===== src/sv/segint_pkg.sv =====
// Shared widths and pipeline types for the segment intersection point block.
`timescale 1ns / 1ps
`default_nettype none
package segint_pkg;

   localparam int CoordBits = 16;
   localparam int DiffBits  = CoordBits + 1;
   localparam int ProdBits  = 2 * DiffBits;
   localparam int DenBits   = ProdBits + 1;
   localparam int MagBits   = DenBits - 1;
   localparam int QuoBits   = CoordBits + 1;
   localparam int DvdBits   = MagBits + QuoBits;
   localparam int PipeDepth = QuoBits + 6;

   typedef struct packed {
      logic                  valid;
      logic                  hit;
      logic [MagBits-1:0]    den;
      logic [MagBits-1:0]    rx;
      logic [MagBits-1:0]    ry;
      logic [QuoBits-1:0]    wx;
      logic [QuoBits-1:0]    wy;
      logic                  negx;
      logic                  negy;
      logic [CoordBits-1:0]  ax0;
      logic [CoordBits-1:0]  ay0;
   } cell_type;

endpackage
`default_nettype wire


===== src/sv/segint_div_cell.sv =====
// One restoring-division cell: one quotient bit for each lane.
`timescale 1ns / 1ps
`default_nettype none
module segint_div_cell (
   input  wire logic                clock,
   input  wire logic                reset,
   input  wire segint_pkg::cell_type cell_i,
   output      segint_pkg::cell_type cell_o
);

   segint_pkg::cell_type cell_in, cell_ff;
   logic valid_ff;
   logic [segint_pkg::DenBits-1:0] tx, ty, dext;
   logic gex, gey;

   always_comb begin
      dext = {1'b0, cell_i.den};
      tx   = {cell_i.rx, cell_i.wx[segint_pkg::QuoBits-1]};
      ty   = {cell_i.ry, cell_i.wy[segint_pkg::QuoBits-1]};
      gex  = tx >= dext;
      gey  = ty >= dext;
      cell_in    = cell_i;
      cell_in.rx = gex ? segint_pkg::MagBits'(tx - dext) : tx[segint_pkg::MagBits-1:0];
      cell_in.ry = gey ? segint_pkg::MagBits'(ty - dext) : ty[segint_pkg::MagBits-1:0];
      cell_in.wx = {cell_i.wx[segint_pkg::QuoBits-2:0], gex};
      cell_in.wy = {cell_i.wy[segint_pkg::QuoBits-2:0], gey};
   end

   always_ff @(posedge clock) begin
      cell_ff <= cell_in;
   end

   always_ff @(posedge clock) begin
      if (reset) begin
         valid_ff <= 1'b0;
      end else begin
         valid_ff <= cell_i.valid;
      end
   end

   always_comb begin
      cell_o       = cell_ff;
      cell_o.valid = valid_ff;
   end

endmodule
`default_nettype wire


===== config.mk =====
export PLATFORM = sky130hd
export DESIGN_NAME = segint_div_cell
export DESIGN_NICKNAME = d
export VERILOG_FILES = /design/src/sv/segint_pkg.sv /design/src/sv/segint_div_cell.sv
export SDC_FILE = /design/constraint.sdc
export NUM_CORES = 1
export LEC_CHECK = 0
export ABC_AREA = 1
export BUFFER_PORTS_ARGS = -buffer_cell sky130_fd_sc_hd__buf_2
export CAP_MARGIN = 25
export CORE_MARGIN = 2
export CORE_UTILIZATION = 50
export CTS_BUF_LIST = sky130_fd_sc_hd__clkbuf_8 sky130_fd_sc_hd__clkbuf_16
export DETAILED_ROUTE_END_ITERATION = 8
export PLACE_DENSITY = 0.9
export SYNTH_ARGS = -nofsm -noshare
export SYNTH_HDL_FRONTEND = slang
export SYNTH_SLANG_ARGS = --single-unit

===== constraint.sdc =====
create_clock -name clock -period 2.2 [get_ports clock]
set_input_delay 0.44 -clock clock [delete_from_list [all_inputs] [get_ports clock]]
set_output_delay 0.44 -clock clock [all_outputs]
set_load 0.03 [all_outputs]

==> load_flow_metrics.sql, run 1 <==
INSERT INTO impl_metrics (metric_group, metric, value, unit) VALUES
('worst_setup_path', 'path_delay_family', 'simple AND/OR/NAND/NOR gates', ''),
('yosys', 'postSynthNetCount', '1668', ''),
('placement', 'place_congestion', '0.9596', ''),
('grt', 'gr-max-usage-layer', 'met2', ''),
('power_and_ir_drop', 'sw_frac_of_total', '0.3735', ''),
('yosys', 'yosys.area_share.xor_xnor', '0.03350', ''),
('die', 'initial_utilization', '0.5066', ''),
('die', 'num_rows', '50', ''),
('yosys', 'largest_family_of_logic_cells_by_synthesized_area', 'simple AND/OR/NAND/NOR gates', ''),
('worst_setup_path', 'worst_setup_path_end_kind', 'flop', ''),
('detailed_routing', 'detailedRoute.firstIterationViolations', '778', ''),
('worst_setup_path', 'critPathSlowestCell', 'sky130_fd_sc_hd__ha_1', ''),
('clock_tree', 'cts.clk_slew.worst_paths', '0.08', 'ns'),
('status', 'run_status', 'complete, no violations', ''),
('detailed_routing', 'first_pass_drt_iterations', '6', ''),
('placement', 'io_buffers', '345', ''),
('yosys', 'synthMuxAreaShare', '0', ''),
('die', 'floorplan.io_pins', '346', ''),
('grt', 'first_pass_grt_wire_length', '53560', 'um'),
('worst_hold_path', 'min_path_type', 'input pin to flop', ''),
('clock_tree', 'tritoncts_clock_tree', 'done', ''),
('detailed_routing', 'antenna_left', '0', ''),
('clock_tree', 'numCtsBuffers', '17', ''),
('worst_setup_path', 'worst-setup-path-type', 'input pin to flop', ''),
('clock_tree', 'post-cts-setup-buffers', '0', ''),
('worst_setup_path', 'critical_path.max_fanout', '4', ''),
('flow_run', 'cap_violations', '0', ''),
('grt', 'grt_start_max_net_pins', '25', ''),
('yosys', 'yosys_warning_count', '0', ''),
('cells_and_area', 'finalNetCount', '2221', ''),
('timing', 'layout_worst_path_cycle_share', '0.9228', ''),
('yosys', 'share_of_the_yosys_chip_area_belonging_to_registers', '0.3658', ''),
('yosys', 'post_synth_instance_area', '9413', 'um2'),
('clock_tree', 'tritoncts_num_sinks', '172', ''),
('clock_tree', 'cts_hold_buffers', '0', ''),
('detailed_routing', 'finalWirelength', '35380', 'um'),
('detailed_routing', 'drc', '0', ''),
('grt', 'grtUsageMet1', '0.3870', ''),
('grt', 'global_route.usage.met3', '0.06318', ''),
('timing', 'setup-tns-final', '0', 'ns'),
('cells_and_area', 'fillerInstances', '1523', ''),
('yosys', 'syn-instance-count', '1424', ''),
('worst_setup_path', 'timing.critical_path.cells', 'buf_2 > inv_1 > ha_1 > nand2_1 > buf_4 > nor2_1 > nand2_1 > o21ai_0 > buf_4 > nand2_1 > nand2_1 > nand2_1 > nand3_1 > nand2_1', ''),
('die', 'core-area', '18580', 'um2'),
('timing', 'report.final.slew_viol_count', '0', ''),
('yosys', 'synth_cell_type_count', '29', ''),
('power_and_ir_drop', 'combPwrFrac', '0.348', ''),
('power_and_ir_drop', 'fin_total_pwr', '10.31', 'mW'),
('timing', 'rsz0062_at_grt', 'false', ''),
('cells_and_area', 'post_route_cells_drive_above_1_share', '0.3040', ''),
('worst_setup_path', 'crit_required', '2.54', 'ns'),
('grt', 'grt_util_all_layers', '0.3468', ''),
('grt', 'antenna_found_initial', '3', ''),
('grt', 'first_global_vias', '10770', ''),
('yosys', 'avgSynthCellArea', '6.610', 'um2'),
('clock_tree', 'clk_path_buf_depth', '2', ''),
('worst_setup_path', 'cp_common_cell', 'sky130_fd_sc_hd__nand2_1', ''),
('timing', 'min_period', '2.030', 'ns'),
('yosys', 'adder_cell_share_of_the_synthesized_area', '0.09464', ''),
('grt', 'grt_util_met2', '0.6226', ''),
('power_and_ir_drop', 'maximum_resistive_drop_on_vdd', '0.0005751', 'V'),
('worst_setup_path', 'worst_setup_path_start_kind', 'input pin', ''),
('power_and_ir_drop', 'cellInternalPower', '6.457', 'mW'),
('yosys', 'synth-compound-area-share', '0.04599', ''),
('cells_and_area', 'area_delta_synth_final', '43.64', '%'),
('yosys', 'synth_simple_gate_area_share', '0.3519', ''),
('timing', 'report.final.setup_viol', '0', ''),
('worst_setup_path', 'critPathArrivalTime', '2.37', 'ns'),
('power_and_ir_drop', 'p_per_area', '762.3', 'nW/um2'),
('detailed_routing', 'detailroute.via_count', '10910', ''),
('clock_tree', 'htree_num_levels', '4', '');
-- kinds of logic (layout without fill, tap and decap cells) --
group                    Yosys count  in the layout
XOR/XNOR                          36             36
AND/OR/NAND/NOR                  812            812
adder cells (fa/ha/maj)           70             70
other                              0              3
AO/OA/AOI/OAI                     83             83
flip-flops                       172            172
buffers and inverters            251            817
-- metal layers --
layer / vias to the layer above / wire (um)
met4: 0 / 1689
met1: 4905 / 13650
li1: 5439 / -
met5: - / 0
met2: 463 / 17680
met3: 106 / 2362
-- power groups by stage --
stage / Clock (mW) / Combinational (mW) / Sequential [mW]
3_3_place_gp: 0 / 3.46 / 3.64
5_1_grt: 3.27 / 3.86 / 3.60
2_1_floorplan: 0 / 1.32 / 4.36
6_report: 3.15 / 3.58 / 3.57
4_1_cts: 3.15 / 3.55 / 3.57
3_5_place_dp: 0 / 3.52 / 3.64
-- path summary, 6_finish.rpt --
| kind | to | depth (start not counted) | start | slack (ns) |
|---|---|---|---|---|
| worst max-delay path | cell_o[131] | 14 | cell_i[142] | 0.17 |
| worst min-delay path | cell_o[36] | 1 | cell_i[35] | 0.09 |
-- flip-flops by register name (all words and copies together) (netlist names) --
| register | flops |
|---|---|
| cell_o | 171 |
| valid_ff | 1 |
-- layout make-up --
type	count	area [um2]	area share
flip-flops and latches	172	3443	0.2547
diodes	3	7.507	0.0005552
multi-input cells	1001	4951	0.3662
well taps	234	292.8	0.02165
inverters	238	898.4	0.06644
clock inverters	14	170.2	0.01259
repair buffers	547	3318	0.2454
clock buffers	18	439.2	0.03248
-- synth_stat cells --
| cell | count | area [um2] |
|---|---|---|
| sky130_fd_sc_hd__nand2_1 | 586 | 2200 |
| sky130_fd_sc_hd__inv_1 | 230 | 863.3 |
| sky130_fd_sc_hd__dfxtp_1 | 172 | 3443 |
| sky130_fd_sc_hd__nor2_1 | 109 | 409.1 |
| sky130_fd_sc_hd__nand3_1 | 71 | 355.3 |
| sky130_fd_sc_hd__ha_1 | 68 | 850.8 |
| sky130_fd_sc_hd__a21oi_1 | 53 | 265.3 |
| sky130_fd_sc_hd__xor2_1 | 32 | 280.3 |
| sky130_fd_sc_hd__o21ai_0 | 23 | 115.1 |
| sky130_fd_sc_hd__nand3b_1 | 14 | 105.1 |
| sky130_fd_sc_hd__nor3_1 | 9 | 45.04 |
| sky130_fd_sc_hd__buf_4 | 7 | 52.55 |
| sky130_fd_sc_hd__buf_6 | 6 | 67.56 |
| sky130_fd_sc_hd__inv_2 | 6 | 22.52 |
| sky130_fd_sc_hd__nand4_1 | 6 | 37.54 |
| sky130_fd_sc_hd__nand2_2 | 5 | 31.28 |
| sky130_fd_sc_hd__o21bai_1 | 4 | 30.03 |
| sky130_fd_sc_hd__xnor2_1 | 4 | 35.03 |
| sky130_fd_sc_hd__nor2_2 | 3 | 18.77 |
| sky130_fd_sc_hd__a21oi_2 | 2 | 17.52 |
| sky130_fd_sc_hd__fa_1 | 2 | 40.04 |
| sky130_fd_sc_hd__inv_4 | 2 | 12.51 |
| sky130_fd_sc_hd__nand2_4 | 2 | 22.52 |
| sky130_fd_sc_hd__nand2_8 | 2 | 40.04 |
| sky130_fd_sc_hd__nand3_2 | 2 | 20.02 |
| sky130_fd_sc_hd__and3_1 | 1 | 6.260 |
| sky130_fd_sc_hd__nor2_4 | 1 | 11.26 |
| sky130_fd_sc_hd__nor3_2 | 1 | 10.01 |
| sky130_fd_sc_hd__o21ai_1 | 1 | 5.000 |
-- cell usage in the layout, fill, tap and decap left out, drive strengths merged --
cell type,Yosys,final
buf,13,547
xor2,32,32
o21ai,24,24
fa,2,2
bufinv,0,1
clkinvlp,0,1
nor2,113,113
diode,0,3
ha,68,68
nand3,73,73
o21bai,4,4
a21oi,55,55
clkinv,0,4
nand3b,14,14
inv,238,246
xnor2,4,4
and3,1,1
nand2,595,595
nor3,10,10
clkbuf,0,18
nand4,6,6
dfxtp,172,172
-- stage by stage --
step / worst slack, ns / utilization / hold slack (ns) / area (um2) / cells
after floorplan: 0.1794 / - / 0.4677 / 9413 / 1424
final: 0.1699 / 0.7277 / 0.09180 / 13520 / 2227
after global placement: -0.1833 / 0.6945 / 0.5434 / 12900 / 2192
after CTS: 0.2214 / 0.7273 / 0.08741 / 13510 / 2224
after detailed placement: -0.2065 / 0.6945 / 0.5436 / 12900 / 2192
after global routing: 0.003069 / 0.7277 / 0.08523 / 13520 / 2227
Power figures use the tool's default switching activity.
==> run 2, diff against run 1 <==
--- a/config.mk
+++ b/config.mk
@@ -13,6 +13,7 @@
 export CTS_BUF_LIST = sky130_fd_sc_hd__clkbuf_8 sky130_fd_sc_hd__clkbuf_16
 export DETAILED_ROUTE_END_ITERATION = 8
 export PLACE_DENSITY = 0.9
+export RECOVER_POWER = 100
 export SYNTH_ARGS = -nofsm -noshare
 export SYNTH_HDL_FRONTEND = slang
 export SYNTH_SLANG_ARGS = --single-unit
==> run 2 against run 1 <==
Effect of this change: worst setup slack worse by 0.059 ns; sequential share of layout area is 0.45 points higher; clock power hardly changed; first-iteration DRC count is 2.8% lower; clock-buffer cell count stayed put; critical path type unchanged; largest cell class unchanged; largest power group is now registers; highest routed layer unchanged.
==> load_flow_metrics.sql, run 2 (same netlist as run 1, synthesis figures left out) <==
INSERT INTO impl_metrics (metric_group, metric, value, unit) VALUES
('timing', 'setup_slack', '0.1110', 'ns'),
('flow_run', 'cap_violations', '0', ''),
('detailed_routing', 'wire_per_inst', '15.90', 'um'),
('timing', 'min_period', '2.089', 'ns'),
('detailed_routing', 'detailroute.via_count', '10980', ''),
('timing', 'report.final.setup_viol', '0', ''),
('placement', 'io_buffers', '345', ''),
('worst_setup_path', 'critical_path.max_fanout', '10', ''),
('grt', 'grt_util_all_layers', '0.3468', ''),
('power_and_ir_drop', 'cell_leakage_power', '7.540', 'nW'),
('die', 'die_w', '141.2', 'um'),
('grt', 'first_global_vias', '10770', ''),
('detailed_routing', 'first_pass_drt_iterations', '8', ''),
('worst_hold_path', 'min_path_type', 'input pin to flop', ''),
('clock_tree', 'cts.clk_slew.worst_paths', '0.08', 'ns'),
('clock_tree', 'clk_path_buf_depth', '2', ''),
('worst_setup_path', 'worst_setup_path_end_kind', 'flop', ''),
('grt', 'grt.overflow.total', '0', ''),
('placement', 'post-place-ws', '-0.2065', 'ns'),
('placement', 'post_dp_cell_area', '12900', 'um2'),
('grt', 'first_pass_grt_wire_length', '53560', 'um'),
('cells_and_area', 'final_cell_mix', 'sky130_fd_sc_hd__nand2_1 (586), sky130_fd_sc_hd__inv_1 (230), sky130_fd_sc_hd__buf_4 (194)', ''),
('timing', 'fmax', '0.4787', 'GHz'),
('detailed_routing', 'average_via_count_per_standard_cell', '4.928', ''),
('detailed_routing', 'drc', '0', ''),
('clock_tree', 'cts_hold_buffers', '0', ''),
('cells_and_area', 'finalNetCount', '2221', ''),
('clock_tree', 'htree_num_levels', '4', ''),
('die', 'die_y', '141.2', 'um'),
('power_and_ir_drop', 'p_per_area', '768.4', 'nW/um2'),
('placement', 'dp_hpwl', '29410', 'um'),
('worst_setup_path', 'timing.critical_path.cells', 'clkbuf_1 > inv_1 > ha_1 > nand2_1 > inv_1 > nand2_1 > nand2_1 > nand2_1 > nand2_1 > a21oi_1 > nand2_2 > nand2_4 > nand2_8 > inv_4 > buf_12 > nand2_1 > nand2_1', ''),
('clock_tree', 'ctsRootBufferMaster', 'sky130_fd_sc_hd__clkbuf_16', ''),
('die', 'initial_utilization', '0.5066', ''),
('timing', 'max-slew-margin-rel', '0.6807', ''),
('power_and_ir_drop', 'maximum_resistive_drop_on_vdd', '0.0005756', 'V'),
('timing', 'final_hold_viol_count', '0', ''),
('cells_and_area', 'flip_flop_count_of_the_largest_register_all_copies_and_words_added', '171', ''),
('worst_setup_path', 'crit_required', '2.59', 'ns'),
('die', 'floorplan.die_area', '19940', 'um2'),
('cells_and_area', 'area_delta_synth_final', '41.15', '%'),
('worst_setup_path', 'critPathArrivalTime', '2.47', 'ns'),
('timing', 'report.final.slew_viol_count', '0', ''),
('worst_setup_path', 'critPathSlowestCell', 'sky130_fd_sc_hd__ha_1', ''),
('placement', 'place.detailed.instances', '2192', ''),
('cells_and_area', 'final_common_cell', 'sky130_fd_sc_hd__nand2_1', ''),
('detailed_routing', 'detailedRoute.firstIterationViolations', '756', ''),
('die', 'core-area', '18580', 'um2'),
('cells_and_area', 'final_core_utilization', '0.7151', ''),
('timing', 'layout_worst_path_cycle_share', '0.9495', ''),
('grt', 'grt_start_max_net_pins', '25', ''),
('status', 'run_status', 'complete, no violations', ''),
('timing', 'fin_worst_hold_slack', '0.08995', 'ns'),
('cells_and_area', 'final_cell_area', '13290', 'um2'),
('cells_and_area', 'post_route_cells_drive_above_1_share', '0.2111', ''),
('grt', 'antenna_found_initial', '3', ''),
('clock_tree', 'tritoncts_clock_tree', 'done', ''),
('detailed_routing', 'finalWirelength', '35400', 'um'),
('timing', 'setup-tns-final', '0', 'ns'),
('worst_setup_path', 'worst_setup_path_start_kind', 'input pin', ''),
('clock_tree', 'cts.repair.resized', '0', ''),
('worst_setup_path', 'cp_common_cell', 'sky130_fd_sc_hd__nand2_1', ''),
('clock_tree', 'post-cts-setup-buffers', '0', ''),
('power_and_ir_drop', 'fin_total_pwr', '10.21', 'mW'),
('clock_tree', 'tritoncts_num_sinks', '172', ''),
('worst_setup_path', 'worst-setup-path-type', 'input pin to flop', ''),
('placement', 'place_congestion', '0.9596', ''),
('timing', 'rsz0062_at_grt', 'false', ''),
('timing', 'worst_slew_pin_slew', '0.4810', 'ns'),
('worst_setup_path', 'cpPeakStageDelay', '0.35', 'ns'),
('cells_and_area', 'final_cells', '2227', ''),
('die', 'floorplan.io_pins', '346', ''),
('clock_tree', 'numCtsBuffers', '17', ''),
('die', 'num_rows', '50', ''),
('detailed_routing', 'antenna_left', '0', '');
==> run 2: changes by cell type in the layout (fill, tap and decap cells not counted), sizes merged <==
cell | previous run | this run
clkbuf | 18 | 204
buf | 547 | 361
==> run 2: layout make-up <==
type                       instances  area (um2)
antenna                            3       7.507
inverter                         238       898.4
timing repair buffer             547        3084
clock inverter                    14       170.2
sequential                       172        3443
fill                            1640        5294
clock buffer                      18       439.2
multi-input combinational       1001        4951
tap                              234       292.8
==> run 2: worst paths after layout <==
check	cells after the start	to	from
max	17	cell_o[115]	cell_i[150]
min	1	cell_o[36]	cell_i[35]
==> run 2: critical path, delay by kind of cell <==
kind,cells,cell delay (ns)
AND/OR/NAND/NOR,10,0.88
AO/OA/AOI/OAI,1,0.22
buffers and inverters,5,0.58
adder cells (fa/ha/maj),1,0.35
==> run 2: routing by layer <==
| metal | share of wire | vias to the layer above | global-route usage |
|---|---|---|---|
| li1 | - | 5442 | - |
| met1 | 0.38 | 4947 | 0.3870 |
| met2 | 0.50 | 481 | 0.6226 |
| met3 | 0.071 | 105 | 0.06318 |
| met4 | 0.048 | 0 | 0.1905 |
| met5 | 0 | - | 0 |
==> run 2: power breakdown <==
group	internal (mW)	switching, mW	leakage [nW]
Clock	1.66	1.48	0.297
Sequential	3.47	0.113	1.45
Combinational	1.22	2.26	5.79
Total	6.35	3.86	7.54
==> run 3, diff against run 2 <==
--- a/config.mk
+++ b/config.mk
@@ -9,11 +9,13 @@
 export BUFFER_PORTS_ARGS = -buffer_cell sky130_fd_sc_hd__buf_2
 export CAP_MARGIN = 25
 export CORE_MARGIN = 2
-export CORE_UTILIZATION = 50
+export CORE_UTILIZATION = 45
 export CTS_BUF_LIST = sky130_fd_sc_hd__clkbuf_8 sky130_fd_sc_hd__clkbuf_16
 export DETAILED_ROUTE_END_ITERATION = 8
-export PLACE_DENSITY = 0.9
+export PLACE_DENSITY = 0.86
 export RECOVER_POWER = 100
+export REMOVE_ABC_BUFFERS = 1
+export SETUP_SLACK_MARGIN = 0.1
 export SYNTH_ARGS = -nofsm -noshare
 export SYNTH_HDL_FRONTEND = slang
 export SYNTH_SLANG_ARGS = --single-unit
==> constraint.sdc (replaced) <==
create_clock -name clock -period 1.9 [get_ports clock]
set_input_delay 0.38 -clock clock [delete_from_list [all_inputs] [get_ports clock]]
set_output_delay 0.38 -clock clock [all_outputs]
set_load 0.03 [all_outputs]
==> run 3 against run 2 <==
Effect of this change: the run now ends with negative setup slack left; first-iteration DRC count up 50%; final cell count increased by 4.8%; via count increased by 9.0%; clock power up 11%; power rose by 21%; global-route usage is 2.9 points lower; wire length rose by 16%; worst hold slack got worse by 0.061 ns; utilization rose by 2.1 points; sequential power grew 16%; sequential cell count unchanged; non-clock buffer count grew 73; largest cell class unchanged.
==> load_flow_metrics.sql, run 3 (same netlist as run 1, synthesis figures left out) <==
INSERT INTO impl_metrics (metric_group, metric, value, unit) VALUES
('status', 'run_status', 'finished, violations left', ''),
('status', 'violations', 'negative setup slack', ''),
('timing', 'layout_worst_path_cycle_share', '1.051', ''),
('detailed_routing', 'average_via_count_per_standard_cell', '5.125', ''),
('cells_and_area', 'fillerInstances', '1585', ''),
('clock_tree', 'numCtsBuffers', '17', ''),
('detailed_routing', 'wire_per_inst', '17.53', 'um'),
('worst_hold_path', 'hold_path_end', 'cell_o[0]', ''),
('die', 'core-area', '20360', 'um2'),
('cells_and_area', 'final_core_utilization', '0.7365', ''),
('power_and_ir_drop', 'sw_frac_of_total', '0.3896', ''),
('cells_and_area', 'combined_area_of_the_multi_input_logic_cells', '5996', 'um2'),
('clock_tree', 'tritoncts_num_sinks', '172', ''),
('grt', 'grt_util_met2', '0.5692', ''),
('power_and_ir_drop', 'p_per_area', '822.8', 'nW/um2'),
('grt', 'first_global_vias', '10930', ''),
('cells_and_area', 'final_cell_mix', 'sky130_fd_sc_hd__nand2_1 (528), sky130_fd_sc_hd__buf_4 (259), sky130_fd_sc_hd__inv_1 (198)', ''),
('power_and_ir_drop', 'fin_total_pwr', '12.34', 'mW'),
('flow_run', 'cap_violations', '0', ''),
('worst_hold_path', 'min_path_type', 'input pin to flop', ''),
('power_and_ir_drop', 'clkPwrFrac', '0.283', ''),
('grt', 'gr-max-usage-layer', 'met2', ''),
('die', 'num_rows', '52', ''),
('timing', 'rsz0062_at_grt', 'true', ''),
('timing', 'min_period', '1.997', 'ns'),
('worst_setup_path', 'critPathSlowestCell', 'sky130_fd_sc_hd__ha_4', ''),
('grt', 'first_pass_grt_wire_length', '54210', 'um'),
('timing', 'setup-tns-final', '-0.3565', 'ns'),
('timing', 'max-slew-margin-rel', '0.6391', ''),
('power_and_ir_drop', 'combPwrFrac', '0.381', ''),
('worst_setup_path', 'timing.critical_path.cells', 'clkbuf_1 > inv_2 > buf_4 > ha_4 > nand2_2 > inv_2 > nand2_2 > nor2_1 > nand2_1 > nand3_2 > nand2_2 > nand2_2 > nand2_4 > nand2_8 > buf_12 > nand2_1 > o21ai_0', ''),
('power_and_ir_drop', 'p_switching', '4.808', 'mW'),
('placement', 'post-place-ws', '-0.4835', 'ns'),
('die', 'die_w', '148.6', 'um'),
('die', 'die_y', '148.6', 'um'),
('worst_setup_path', 'worst_setup_path_start_kind', 'input pin', ''),
('clock_tree', 'htree_num_levels', '4', ''),
('grt', 'grtUsageMet1', '0.3673', ''),
('die', 'floorplan.io_pins', '346', ''),
('placement', 'place_congestion', '1.004', ''),
('placement', 'post_dp_cell_area', '13350', 'um2'),
('cells_and_area', 'final_common_cell', 'sky130_fd_sc_hd__nand2_1', ''),
('worst_setup_path', 'critPathArrivalTime', '2.36', 'ns'),
('worst_hold_path', 'min_delay_path_depth', '1', ''),
('detailed_routing', 'detailroute.via_count', '11970', ''),
('worst_setup_path', 'worst_setup_path_end_kind', 'flop', ''),
('timing', 'report.final.setup_viol', '19', ''),
('detailed_routing', 'detailedRoute.firstIterationViolations', '1136', ''),
('power_and_ir_drop', 'cellInternalPower', '7.533', 'mW'),
('clock_tree', 'tritoncts_clock_tree', 'done', ''),
('placement', 'dp_hpwl', '29690', 'um'),
('grt', 'grt_util_all_layers', '0.3175', ''),
('cells_and_area', 'area_delta_synth_final', '59.34', '%'),
('power_and_ir_drop', 'power.sequential.fraction', '0.336', ''),
('timing', 'final_hold_viol_count', '0', ''),
('worst_hold_path', 'hold_path_startpoint', 'cell_i[0]', ''),
('timing', 'worst_slew_pin_slew', '0.5437', 'ns'),
('detailed_routing', 'antenna_left', '0', ''),
('grt', 'grt.overflow.total', '0', ''),
('grt', 'grt_start_max_net_pins', '34', ''),
('worst_setup_path', 'cp_common_cell', 'sky130_fd_sc_hd__nand2_2', ''),
('worst_setup_path', 'crit_required', '2.26', 'ns'),
('detailed_routing', 'finalWirelength', '40930', 'um'),
('die', 'floorplan.die_area', '22090', 'um2'),
('worst_setup_path', 'cpPeakStageDelay', '0.27', 'ns'),
('timing', 'report.final.slew_viol_count', '0', ''),
('cells_and_area', 'post_route_cells_drive_above_1_share', '0.3325', ''),
('placement', 'io_buffers', '345', ''),
('grt', 'global_route.usage.met3', '0.04969', ''),
('clock_tree', 'clk_path_buf_depth', '2', ''),
('detailed_routing', 'drc', '0', ''),
('cells_and_area', 'final_cell_area', '15000', 'um2'),
('cells_and_area', 'register_area', '3443', 'um2'),
('clock_tree', 'cts.clk_slew.worst_paths', '0.08', 'ns'),
('worst_setup_path', 'worst-setup-path-type', 'input pin to flop', ''),
('power_and_ir_drop', 'cell_leakage_power', '7.995', 'nW'),
('clock_tree', 'ctsRootBufferMaster', 'sky130_fd_sc_hd__clkbuf_16', ''),
('power_and_ir_drop', 'maximum_resistive_drop_on_vdd', '0.0006313', 'V'),
('worst_setup_path', 'critical_path.max_fanout', '8', ''),
('timing', 'fmax', '0.5007', 'GHz'),
('timing', 'setup_slack', '-0.09730', 'ns'),
('grt', 'antenna_found_initial', '2', ''),
('cells_and_area', 'finalNetCount', '2294', ''),
('die', 'initial_utilization', '0.4622', ''),
('cells_and_area', 'flip_flop_count_of_the_largest_register_all_copies_and_words_added', '171', ''),
('detailed_routing', 'first_pass_drt_iterations', '9', '');
## run 3: changes by cell type in the layout (fill, tap and decap cells not counted), moves of 14 or more
cell | previous run | this run
sky130_fd_sc_hd__buf_4 | 194 | 259
sky130_fd_sc_hd__nand2_1 | 586 | 528
sky130_fd_sc_hd__nand2_2 | 5 | 59
sky130_fd_sc_hd__ha_1 | 68 | 18
sky130_fd_sc_hd__ha_4 | 0 | 48
sky130_fd_sc_hd__inv_1 | 230 | 198
sky130_fd_sc_hd__nor2_1 | 109 | 80
sky130_fd_sc_hd__inv_2 | 6 | 32
sky130_fd_sc_hd__nor2_2 | 3 | 26
sky130_fd_sc_hd__a21oi_1 | 53 | 37
sky130_fd_sc_hd__a21oi_2 | 2 | 16
## run 3: cell type report
cell class / instances / area share
multi-input cells: 1001 / 0.3998
clock inverters: 15 / 0.01018
clock buffers: 17 / 0.02836
flip-flops and latches: 172 / 0.2296
diodes: 2 / 0.0003337
inverters: 238 / 0.06232
repair buffers: 620 / 0.2469
well taps: 270 / 0.02252
## run 3: stage by stage
step                      cells  hold slack (ns)
final                      2335          0.02938
after floorplan            1411           0.4077
after global placement     2283           0.4824
after detailed placement   2283           0.4836
after global routing       2335          0.02221
after CTS                  2315          0.02726
## run 3: worst max-delay path: cells and delay by family
kind	cells	cell delay (ns)
AND/OR/NAND/NOR	10	0.96
adder cells (fa/ha/maj)	1	0.27
buffers and inverters	5	0.62
AO/OA/AOI/OAI	1	0.12
## run 3: routing by layer
metal  share of wire  wire [um]
met5               0          0
met4           0.068       2778
met2            0.49      19900
met3           0.081       3298
met1            0.37      14950
## run 3: how the worst max path moves through the flow
stage                              to  cells after the start        start  slack (ns)
after CTS                  cell_o[68]                     17  cell_i[145]        0.10
after global placement    cell_o[125]                     13  cell_i[166]       -0.46
after global routing       cell_o[68]                     17  cell_i[145]       -0.15
after floorplan           cell_o[120]                     15  cell_i[137]       -0.09
final                      cell_o[68]                     17  cell_i[145]        -0.1
after detailed placement  cell_o[109]                     13  cell_i[166]       -0.48
## run 3: what timing repair did
action | 4_1_cts | 5_1_grt
endpoints found under the setup margin | 68 | 68
setup buffers | 0 | 13
cloned | 0 | 5
pin swaps | 0 | 23
hold buffers | 0 | 0
resized for setup | 24 | 223
## run 3: power by group through the flow
stage	Sequential (mW)	Combinational [mW]	Clock, mW
after floorplan	5.05	1.48	0
after detailed placement	4.21	4.17	0
after CTS	4.13	4.23	3.49
after global placement	4.21	4.10	0
final	4.15	4.70	3.49
after global routing	4.18	4.99	3.66
